==> config.mk <==
export PLATFORM = sky130hd
export DESIGN_NAME = averaged_light_ramp_dimmer_flat
export DESIGN_NICKNAME = d
export VERILOG_FILES = /design/src/rtl/core/alrd_pkg.sv /design/src/rtl/core/alrd_if.sv /design/src/rtl/core/alrd_window_avg.sv /design/src/rtl/core/averaged_light_ramp_dimmer.sv /design/src/flat_wrapper.sv
export SDC_FILE = /design/constraint.sdc
export NUM_CORES = 1
export LEC_CHECK = 0
export BUFFER_PORTS_ARGS = -buffer_cell sky130_fd_sc_hd__buf_2
export CORE_UTILIZATION = 35
export CTS_CLUSTER_SIZE = 14
export DETAILED_ROUTE_END_ITERATION = 8
export HOLD_SLACK_MARGIN = 0.03
export SKIP_LAST_GASP = 1
export SYNTH_ARGS = -nofsm -noshare
export SYNTH_HDL_FRONTEND = slang
export SYNTH_SLANG_ARGS = --single-unit
==> constraint.sdc <==
create_clock -name i_clk -period 14.5 [get_ports i_clk]
set_input_delay 0.725 -clock i_clk [delete_from_list [all_inputs] [get_ports i_clk]]
set_output_delay 0.725 -clock i_clk [all_outputs]
set_load 0.005 [all_outputs]
==> src/rtl/core/alrd_pkg.sv <==
package alrd_pkg;

    // Window and sample geometry.
    localparam int WINDOW_LENGTH = 20;
    localparam int SAMPLE_BITS   = 10;

    // Fixed field widths.
    localparam int LIGHT_W  = 10;
    localparam int THRESH_W = 10;
    localparam int LEVEL_W  = 8;
    localparam int AVG_W    = 10;
    localparam int PCT_W    = 7;

    localparam logic [THRESH_W-1:0] THRESHOLD_RESET = THRESH_W'(200);
    localparam logic [LEVEL_W-1:0]  LEVEL_MAX       = LEVEL_W'(255);
    localparam int                  PERCENT_SCALE   = 100;
    localparam int                  PCT_PROD_W      = LEVEL_W + $clog2(PERCENT_SCALE + 1);

    // Ring pointer and running total sizing.
    localparam int PTR_W     = (WINDOW_LENGTH > 1) ? $clog2(WINDOW_LENGTH) : 1;
    localparam int TOTAL_MAX = WINDOW_LENGTH * ((1 << SAMPLE_BITS) - 1);
    localparam int TOTAL_W   = $clog2(TOTAL_MAX + 1);

    // Division of the total by the window length is a multiply by a rounded-up
    // reciprocal. With total * WINDOW_LENGTH < 2**RECIP_SHIFT the quotient is exact.
    localparam int RECIP_SHIFT = TOTAL_W + $clog2(WINDOW_LENGTH);
    localparam int RECIP_MULT  = ((1 << RECIP_SHIFT) + WINDOW_LENGTH - 1) / WINDOW_LENGTH;
    localparam int RECIP_W     = $clog2(RECIP_MULT + 1);

    // Words in flight from input to output register.
    localparam int PIPE_DEPTH = 4;
    localparam int FLIGHT_W   = $clog2(PIPE_DEPTH + 1);

    typedef struct packed {
        logic                   valid;
        logic [SAMPLE_BITS-1:0] average;
    } t_avg_word;

endpackage

==> src/rtl/core/alrd_if.sv <==
interface alrd_in_if;
    logic                         valid;
    logic                         ready;
    logic                         take_sample;
    logic [alrd_pkg::LIGHT_W-1:0] light_sample;

    modport source(output valid, output take_sample, output light_sample, input ready);
    modport sink(input valid, input take_sample, input light_sample, output ready);
endinterface

interface alrd_out_if;
    logic                         valid;
    logic                         ready;
    logic [alrd_pkg::LEVEL_W-1:0] pwm_level;
    logic [alrd_pkg::AVG_W-1:0]   light_average;
    logic [alrd_pkg::PCT_W-1:0]   brightness_percent;

    modport source(output valid, output pwm_level, output light_average,
                   output brightness_percent, input ready);
    modport sink(input valid, input pwm_level, input light_average,
                 input brightness_percent, output ready);
endinterface

==> src/rtl/core/alrd_window_avg.sv <==
module alrd_window_avg (
    input  logic                i_clk,
    input  logic                i_rst_n,
    alrd_in_if.sink             i_in,
    input  logic                i_avg_ready,
    output alrd_pkg::t_avg_word o_avg
);

    logic [alrd_pkg::SAMPLE_BITS-1:0] r_ring [alrd_pkg::WINDOW_LENGTH];
    logic [alrd_pkg::PTR_W-1:0]       r_pos;
    logic [alrd_pkg::TOTAL_W-1:0]     r_total;
    logic                             r_s1_valid;
    logic                             r_s2_valid;
    logic [alrd_pkg::SAMPLE_BITS-1:0] r_s2_avg;

    logic                                           s1_ready;
    logic                                           s2_ready;
    logic                                           accept;
    logic                                           s1_move;
    logic [alrd_pkg::SAMPLE_BITS-1:0]               n_sample;
    logic [alrd_pkg::PTR_W-1:0]                     n_pos;
    logic [alrd_pkg::TOTAL_W-1:0]                   n_total;
    logic [alrd_pkg::TOTAL_W+alrd_pkg::RECIP_W-1:0] quot_prod;
    logic [alrd_pkg::SAMPLE_BITS-1:0]               n_avg;

    assign s2_ready   = !r_s2_valid || i_avg_ready;
    assign s1_ready   = !r_s1_valid || s2_ready;
    assign accept     = i_in.valid && s1_ready;
    assign s1_move    = r_s1_valid && s2_ready;
    assign i_in.ready = s1_ready;

    // The new sample replaces the oldest entry and the total follows.
    assign n_sample = alrd_pkg::SAMPLE_BITS'(i_in.light_sample);
    assign n_total  = r_total - alrd_pkg::TOTAL_W'(r_ring[r_pos])
                              + alrd_pkg::TOTAL_W'(n_sample);
    assign n_pos    = (r_pos == alrd_pkg::PTR_W'(alrd_pkg::WINDOW_LENGTH - 1)) ?
                      '0 : r_pos + 1'b1;

    assign quot_prod = (alrd_pkg::TOTAL_W + alrd_pkg::RECIP_W)'(r_total)
                     * (alrd_pkg::TOTAL_W + alrd_pkg::RECIP_W)'(alrd_pkg::RECIP_MULT);
    assign n_avg     = alrd_pkg::SAMPLE_BITS'(quot_prod >> alrd_pkg::RECIP_SHIFT);

    always_ff @(posedge i_clk) begin
        if (!i_rst_n) begin
            for (int i = 0; i < alrd_pkg::WINDOW_LENGTH; i++) begin
                r_ring[i] <= '0;
            end
            r_pos      <= '0;
            r_total    <= '0;
            r_s1_valid <= 1'b0;
            r_s2_valid <= 1'b0;
        end else begin
            if (accept && i_in.take_sample) begin
                r_ring[r_pos] <= n_sample;
                r_total       <= n_total;
                r_pos         <= n_pos;
            end
            if (s1_ready) begin
                r_s1_valid <= i_in.valid;
            end
            if (s2_ready) begin
                r_s2_valid <= r_s1_valid;
            end
        end
    end

    always_ff @(posedge i_clk) begin
        if (s1_move) begin
            r_s2_avg <= n_avg;
        end
    end

    assign o_avg.valid   = r_s2_valid;
    assign o_avg.average = r_s2_avg;

endmodule

==> src/rtl/core/averaged_light_ramp_dimmer.sv <==
// Averaged light ramp dimmer. Each input word is one control step; when
// take_sample is set, light_sample enters a 20-entry boxcar moving average
// (ring plus running total, cleared by reset in flip-flops, so no clearing
// pass is needed). Every step compares the average with the low-light
// threshold and ramps the 8-bit lamp level up by one below it and down by one
// above it, saturating at 0 and 255, and holds it at equality. One result
// word per input word carries the level, the average and the level as a
// truncated percentage. The block takes one word per clock cycle while the
// output is not stalled, also under back-to-back traffic; a word passes four
// pipeline registers (input stage, division stage, ramp stage and output
// register) and leaves from the output register. The rate is set by the
// two recurrences: the running-total update at the input stage and the lamp
// level update in the ramp stage. Write the threshold only while no word is
// in flight.
module averaged_light_ramp_dimmer (
    input  logic                          i_clk,
    input  logic                          i_rst_n,
    input  logic                          i_cfg_wr_en,
    input  logic [alrd_pkg::THRESH_W-1:0] i_cfg_wr_data,
    alrd_in_if.sink                       i_in,
    alrd_out_if.source                    o_out
);

    alrd_pkg::t_avg_word avg_word;

    logic [alrd_pkg::THRESH_W-1:0]    r_threshold;
    logic                             r_l_valid;
    logic [alrd_pkg::LEVEL_W-1:0]     r_lamp;
    logic [alrd_pkg::SAMPLE_BITS-1:0] r_l_avg;
    logic                             r_o_valid;
    logic [alrd_pkg::LEVEL_W-1:0]     r_o_pwm;
    logic [alrd_pkg::AVG_W-1:0]       r_o_avg;
    logic [alrd_pkg::PCT_W-1:0]       r_o_pct;

    logic                              o_ready;
    logic                              l_ready;
    logic                              l_move;
    logic                              avg_move;
    logic [alrd_pkg::LEVEL_W-1:0]      n_lamp;
    logic [alrd_pkg::PCT_PROD_W-1:0]   pct_prod;
    logic [alrd_pkg::PCT_PROD_W:0]     pct_sum;
    logic [alrd_pkg::PCT_W-1:0]        n_pct;

    // The first two stages: sample window, running total and the division
    // of the total by the window length.
    alrd_window_avg u_window_avg (
        .i_clk       (i_clk),
        .i_rst_n     (i_rst_n),
        .i_in        (i_in),
        .i_avg_ready (l_ready),
        .o_avg       (avg_word)
    );

    // Each stage advances when it is empty or when the stage after it moves.
    assign o_ready  = !r_o_valid || o_out.ready;
    assign l_ready  = !r_l_valid || o_ready;
    assign avg_move = avg_word.valid && l_ready;
    assign l_move   = r_l_valid && o_ready;

    // Ramp stage. The threshold is zero-extended so the comparison sees the
    // full quotient, not the masked output field.
    always_comb begin
        n_lamp = r_lamp;
        if ((alrd_pkg::THRESH_W + alrd_pkg::SAMPLE_BITS)'(avg_word.average)
                < (alrd_pkg::THRESH_W + alrd_pkg::SAMPLE_BITS)'(r_threshold)) begin
            if (r_lamp != alrd_pkg::LEVEL_MAX) begin
                n_lamp = r_lamp + 1'b1;
            end
        end else if ((alrd_pkg::THRESH_W + alrd_pkg::SAMPLE_BITS)'(avg_word.average)
                > (alrd_pkg::THRESH_W + alrd_pkg::SAMPLE_BITS)'(r_threshold)) begin
            if (r_lamp != '0) begin
                n_lamp = r_lamp - 1'b1;
            end
        end
    end

    // Percentage: level * 100 / 255, with the division by 255 done as
    // (y + (y >> 8) + 1) >> 8, exact for y up to 65534 (here y <= 25500).
    assign pct_prod = alrd_pkg::PCT_PROD_W'(r_lamp)
                    * alrd_pkg::PCT_PROD_W'(alrd_pkg::PERCENT_SCALE);
    assign pct_sum  = (alrd_pkg::PCT_PROD_W + 1)'(pct_prod)
                    + (alrd_pkg::PCT_PROD_W + 1)'(pct_prod >> alrd_pkg::LEVEL_W)
                    + (alrd_pkg::PCT_PROD_W + 1)'(1);
    assign n_pct    = alrd_pkg::PCT_W'(pct_sum >> alrd_pkg::LEVEL_W);

    always_ff @(posedge i_clk) begin
        if (!i_rst_n) begin
            r_threshold <= alrd_pkg::THRESHOLD_RESET;
            r_lamp      <= '0;
            r_l_valid   <= 1'b0;
            r_o_valid   <= 1'b0;
        end else begin
            if (i_cfg_wr_en) begin
                r_threshold <= i_cfg_wr_data;
            end
            if (avg_move) begin
                r_lamp <= n_lamp;
            end
            if (l_ready) begin
                r_l_valid <= avg_word.valid;
            end
            if (o_ready) begin
                r_o_valid <= r_l_valid;
            end
        end
    end

    always_ff @(posedge i_clk) begin
        if (avg_move) begin
            r_l_avg <= avg_word.average;
        end
        if (l_move) begin
            r_o_pwm <= r_lamp;
            r_o_avg <= alrd_pkg::AVG_W'(r_l_avg);
            r_o_pct <= n_pct;
        end
    end

    assign o_out.valid              = r_o_valid;
    assign o_out.pwm_level          = r_o_pwm;
    assign o_out.light_average      = r_o_avg;
    assign o_out.brightness_percent = r_o_pct;

endmodule

==> src/flat_wrapper.sv <==
// flat-port wrapper written by rule: the top's interface ports become plain ports
module averaged_light_ramp_dimmer_flat 
  (i_clk, i_rst_n, i_cfg_wr_en, i_cfg_wr_data, i_in_valid, i_in_take_sample, i_in_light_sample, i_in_ready, o_out_valid, o_out_pwm_level, o_out_light_average, o_out_brightness_percent, o_out_ready);
  alrd_in_if i_in_i ();
  alrd_out_if o_out_i ();
  input  logic i_clk;
  input  logic i_rst_n;
  input  logic i_cfg_wr_en;
  input  logic [alrd_pkg::THRESH_W-1:0] i_cfg_wr_data;
  input wire logic [$bits(i_in_i.valid)-1:0] i_in_valid;
  input wire logic [$bits(i_in_i.take_sample)-1:0] i_in_take_sample;
  input wire logic [$bits(i_in_i.light_sample)-1:0] i_in_light_sample;
  output wire logic [$bits(i_in_i.ready)-1:0] i_in_ready;
  output wire logic [$bits(o_out_i.valid)-1:0] o_out_valid;
  output wire logic [$bits(o_out_i.pwm_level)-1:0] o_out_pwm_level;
  output wire logic [$bits(o_out_i.light_average)-1:0] o_out_light_average;
  output wire logic [$bits(o_out_i.brightness_percent)-1:0] o_out_brightness_percent;
  input wire logic [$bits(o_out_i.ready)-1:0] o_out_ready;
  assign i_in_i.valid = i_in_valid;
  assign i_in_i.take_sample = i_in_take_sample;
  assign i_in_i.light_sample = i_in_light_sample;
  assign i_in_ready = i_in_i.ready;
  assign o_out_valid = o_out_i.valid;
  assign o_out_pwm_level = o_out_i.pwm_level;
  assign o_out_light_average = o_out_i.light_average;
  assign o_out_brightness_percent = o_out_i.brightness_percent;
  assign o_out_i.ready = o_out_ready;
  averaged_light_ramp_dimmer u_core (.i_clk(i_clk), .i_rst_n(i_rst_n), .i_cfg_wr_en(i_cfg_wr_en), .i_cfg_wr_data(i_cfg_wr_data), .i_in(i_in_i), .o_out(o_out_i));
endmodule
==> impl_summary.txt <==
----------------------------------------------------
[Die]
  Effective utilization at floorplan ... 0.3558
  Vert. Die Dim ... 255.7 µm
  Area of the placeable core ... 63310 µm²
  Total I/O pin count ... 53
  Die Footprint ... 65380 µm²
  X dimension of the die ... 255.7 µm
  Standard-cell rows ... 92

[Timing]
  Final total negative setup slack ... 0 ns
  Final critical delay including setup and external delays ... 5.869 ns
  Post-route fraction of the period consumed by the critical path ... 0.4047
  Worst max-slew margin expressed relative to the limit ... 0.06058
  Actual transition at the worst max-transition pin ... 1.404 ns
  Fmax achieved ... 0.1704 GHz
  Final Worst Setup Slack ... 8.631 ns
  Final number of hold-violating endpoints ... 0
  Pins Over Slew Limit ... 0
  Count of final setup violators ... 0
  Post-Route Skew ... 0.03952 ns
  Unrepaired setup endpoints after global routing ... no

[Power]
  Worst IR Drop VDD ... 0.00008554 V
  Sequential cell fraction of total power ... 0.370
  Power after layout ... 3.796 mW
  Internal Power ... 2.545 mW
  Share of total power consumed by net switching ... 0.3296
  Power spent charging and discharging nets ... 1.251 mW
  Combinational power share ... 0.334
  Leakage ... 9.779 nW
  Part of the total power dissipated in the clock network ... 0.295
  Power Density ... 150.4 nW/µm²

[Cells and area]
  Number of diodes ... 0
  Final non-filler cell area ... 25230 µm²
  # nets final ... 1959
  Fraction of layout cells with a size suffix above 1 ... 0.1689
  Final instance count without filler cells ... 2563
  Layout overhead on the synthesized area ... 12.03%

[Status]
  Result of the run ... finished clean

[Clock tree]
  CTS H-tree depth ... 2
  Clock Tree Buf Depth ... 3
  Number of clock sinks ... 412
  Clock tree from TritonCTS ... built
  Setup fix buffers added after clock tree synthesis ... 0
  Clock latency of the later-clocked register in the worst-skew pair ... 0.60 ns
  Root cell of the clock tree ... clkbuf_16
  Clock input transition at the sequential cells of the worst setup and hold paths ... 0.07 ns
  Number of buffers created by CTS ... 44
  Post-CTS Resized ... 0
  Count of hold-fix buffers inserted at cts ... 0

[Synth]
  Part of the Yosys area used for sequential elements ... 0.5284
  Unique cell type count in the Yosys netlist ... 64
  Netlist area before placement ... 22530 µm²
  Count of flip-flops with a built-in enable after synthesis ... 365
  Mean cell area of the mapped netlist ... 13.73 µm²
  FFs w/ async S/R, synth ... 0
  Synth warnings ... 0
  Nets in the synthesized netlist ... 1918
  Post-synthesis sequential element count ... 412
  Main flop type after synthesis ... edfxtp_1
  Gate count of the mapped netlist ... 1640

[Critical path]
  Slowest cell on the critical path ... fa_1
  Worst path arrival time ... 6.19 ns
  Kind of start point of the critical path ... flop
  Critical Path Fanout Max ... 7
  Cell occurring most often along the worst timing path ... inv_1
  Crit path kind ... reg -> reg
  Crit path cell chain ... inv_1, ha_1, inv_1, ha_1, inv_1, fa_1, fa_1, inv_1, fa_1, inv_1, fa_1, inv_1, ha_1, and4_1, a21oi_1, o221ai_1, a211oi_1, a21oi_1, mux2i_1, a221o_1
  Endpoint required time on the critical path ... 14.83 ns
  CP endpoint kind ... flop
  Biggest cell delay along the critical path ... 0.55 ns

[Placed design]
  Post-DP HPWL ... 35570 µm
  Pre-CTS setup slack ... 8.636 ns
  Count of buffers from port buffering ... 52
  Placed Cells ... 2481
  Routability Congestion ... 0.8868
  Placed instance area ... 23800 µm²

[Routing]
  Remaining DRCs ... 0
  Remaining antenna violation count after routing ... 0
  Via/cell ratio ... 5.205
  Aggregate routed wire length ... 52290 µm
  Wire length per cell after detailed routing ... 20.40 µm
  Initial DRC count ... 1047
  Detailed-router iteration count before antenna repair ... 5
  Via Count ... 13.34k

[Global route]
  Gr usage total ... 0.1628
  First-pass GRT wire length ... 82810 µm
  Total overflow reported by the global router ... 0
  Maximum number of pins on one net before global-route repair ... 59
  Via count of the first global-routing pass ... 14.10k
  Number of antenna violations at the first check in global routing ... 0

[Hold path]
  Class of the worst hold path ... in -> reg

[Run]
  Max-Cap Viols ... 0

----------------------------------------------------
## worst max-delay path, delay by kind of cell (launching register included)
kind / cells / cell delay (ns)
compound gates: 5 / 1.20
fa+ha+maj: 7 / 3.20
buf+inv: 6 / 0.41
flops: 1 / 0.47
mux: 1 / 0.16
simple gates: 1 / 0.18
## synthesized netlist by cell type, types with 9 or more instances
master | instances | share of area
edfxtp_1 | 365 | 0.49
nor3_1 | 206 | 0.046
ha_1 | 182 | 0.10
inv_1 | 170 | 0.028
mux4_2 | 100 | 0.10
clkbuf_1 | 78 | 0.013
fa_1 | 70 | 0.062
dfxtp_1 | 47 | 0.042
nand2_1 | 47 | 0.0078
o21ai_0 | 40 | 0.0089
nor2_1 | 30 | 0.0050
xnor2_1 | 30 | 0.012
a21oi_1 | 26 | 0.0058
a21o_1 | 21 | 0.0070
nor2b_1 | 21 | 0.0058
buf_2 | 18 | 0.0040
nand3_1 | 18 | 0.0040
xor2_1 | 15 | 0.0058
mux2i_1 | 14 | 0.0062
nand4_1 | 11 | 0.0031
mux2_2 | 10 | 0.0050
and2_1 | 9 | 0.0025
## metal layers
layer  global-route usage  routed length, µm
met5                    0                  0
met4              0.05190               1388
met3              0.02674               2663
met2               0.2702              25270
met1               0.2174              22980
## power groups by stage
stage | clock, mW | sequential (mW) | combinational (mW)
global route | 1.19 | 1.41 | 1.47
floorplan | 0 | 1.41 | 0.970
detailed placement | 0 | 1.43 | 1.26
CTS | 1.14 | 1.41 | 1.29
global placement | 0 | 1.43 | 1.25
finish | 1.12 | 1.41 | 1.27
## through the flow
stage / util / hold WS, ns
after floorplan: - / 0.4003
after global placement: 0.3759 / 0.4034
after detailed placement: 0.3759 / 0.4045
after CTS: 0.3986 / 0.3692
after global routing: 0.3986 / 0.3937
final: 0.3986 / 0.3883
## cell type report
type / count / area [µm²]
Clock buffer: 59 / 1187
Clock inverter: 23 / 251.5
Fill cell: 5945 / 38080
Inverter: 170 / 638.1
Multi-Input combinational cell: 951 / 9554
Sequential cell: 412 / 11910
Tap cell: 846 / 1059
Timing Repair Buffer: 102 / 635.6
## placed cells by master (no fill, tap or decap), types with 9 or more instances in the layout
cell	instances
a21oi_1	26
inv_1	170
nand4_1	11
and2_1	9
nand3_1	14
dfxtp_1	45
ha_1	182
nor2b_1	20
a21o_1	21
mux4_2	100
clkbuf_16	44
mux2i_1	14
clkbuf_1	12
fa_1	70
edfxtp_1	365
o21ai_0	39
nor2_1	30
buf_2	52
nand2_1	47
xor2_1	15
buf_4	50
xnor2_1	30
mux2_2	10
nor3_1	206
## worst paths after layout
check	startpoint	to	slack [ns]	cells past startpoint
max	u_core.u_window_avg.r_total[11]	u_core.u_window_avg.r_s2_avg[9]	8.63	20
min	i_cfg_wr_data[3]	u_core.r_threshold[3]	0.39	3
max reg2reg	u_core.u_window_avg.r_total[11]	u_core.u_window_avg.r_s2_avg[9]	8.63	20
min reg2reg	u_core.r_l_avg[7]	u_core.o_out.light_average[7]	0.42	0
## cells by family after synthesis
group,share of synthesized area
compound gates,0.04322
xor+xnor,0.01822
fa+ha+maj,0.1633
buf+inv,0.04849
flops,0.5284
mux,0.1122
simple gates,0.08621
## registers in the layout (all words and copies together), names as in the netlist, named ones only
register and cells:
u_core.o_out.brightness_percent 7, u_core.o_out.light_average 10, u_core.o_out.pwm_level 8, u_core.o_out.valid 1, u_core.r_l_avg 10, u_core.r_l_valid 1
u_core.r_lamp 8, u_core.r_threshold 10, u_core.u_window_avg.r_pos 5, u_core.u_window_avg.r_ring 320, u_core.u_window_avg.r_s1_valid 1, u_core.u_window_avg.r_s2_avg 10
u_core.u_window_avg.r_s2_valid 1, u_core.u_window_avg.r_total 15
Note: power is estimated with default switching activity, not from simulation.
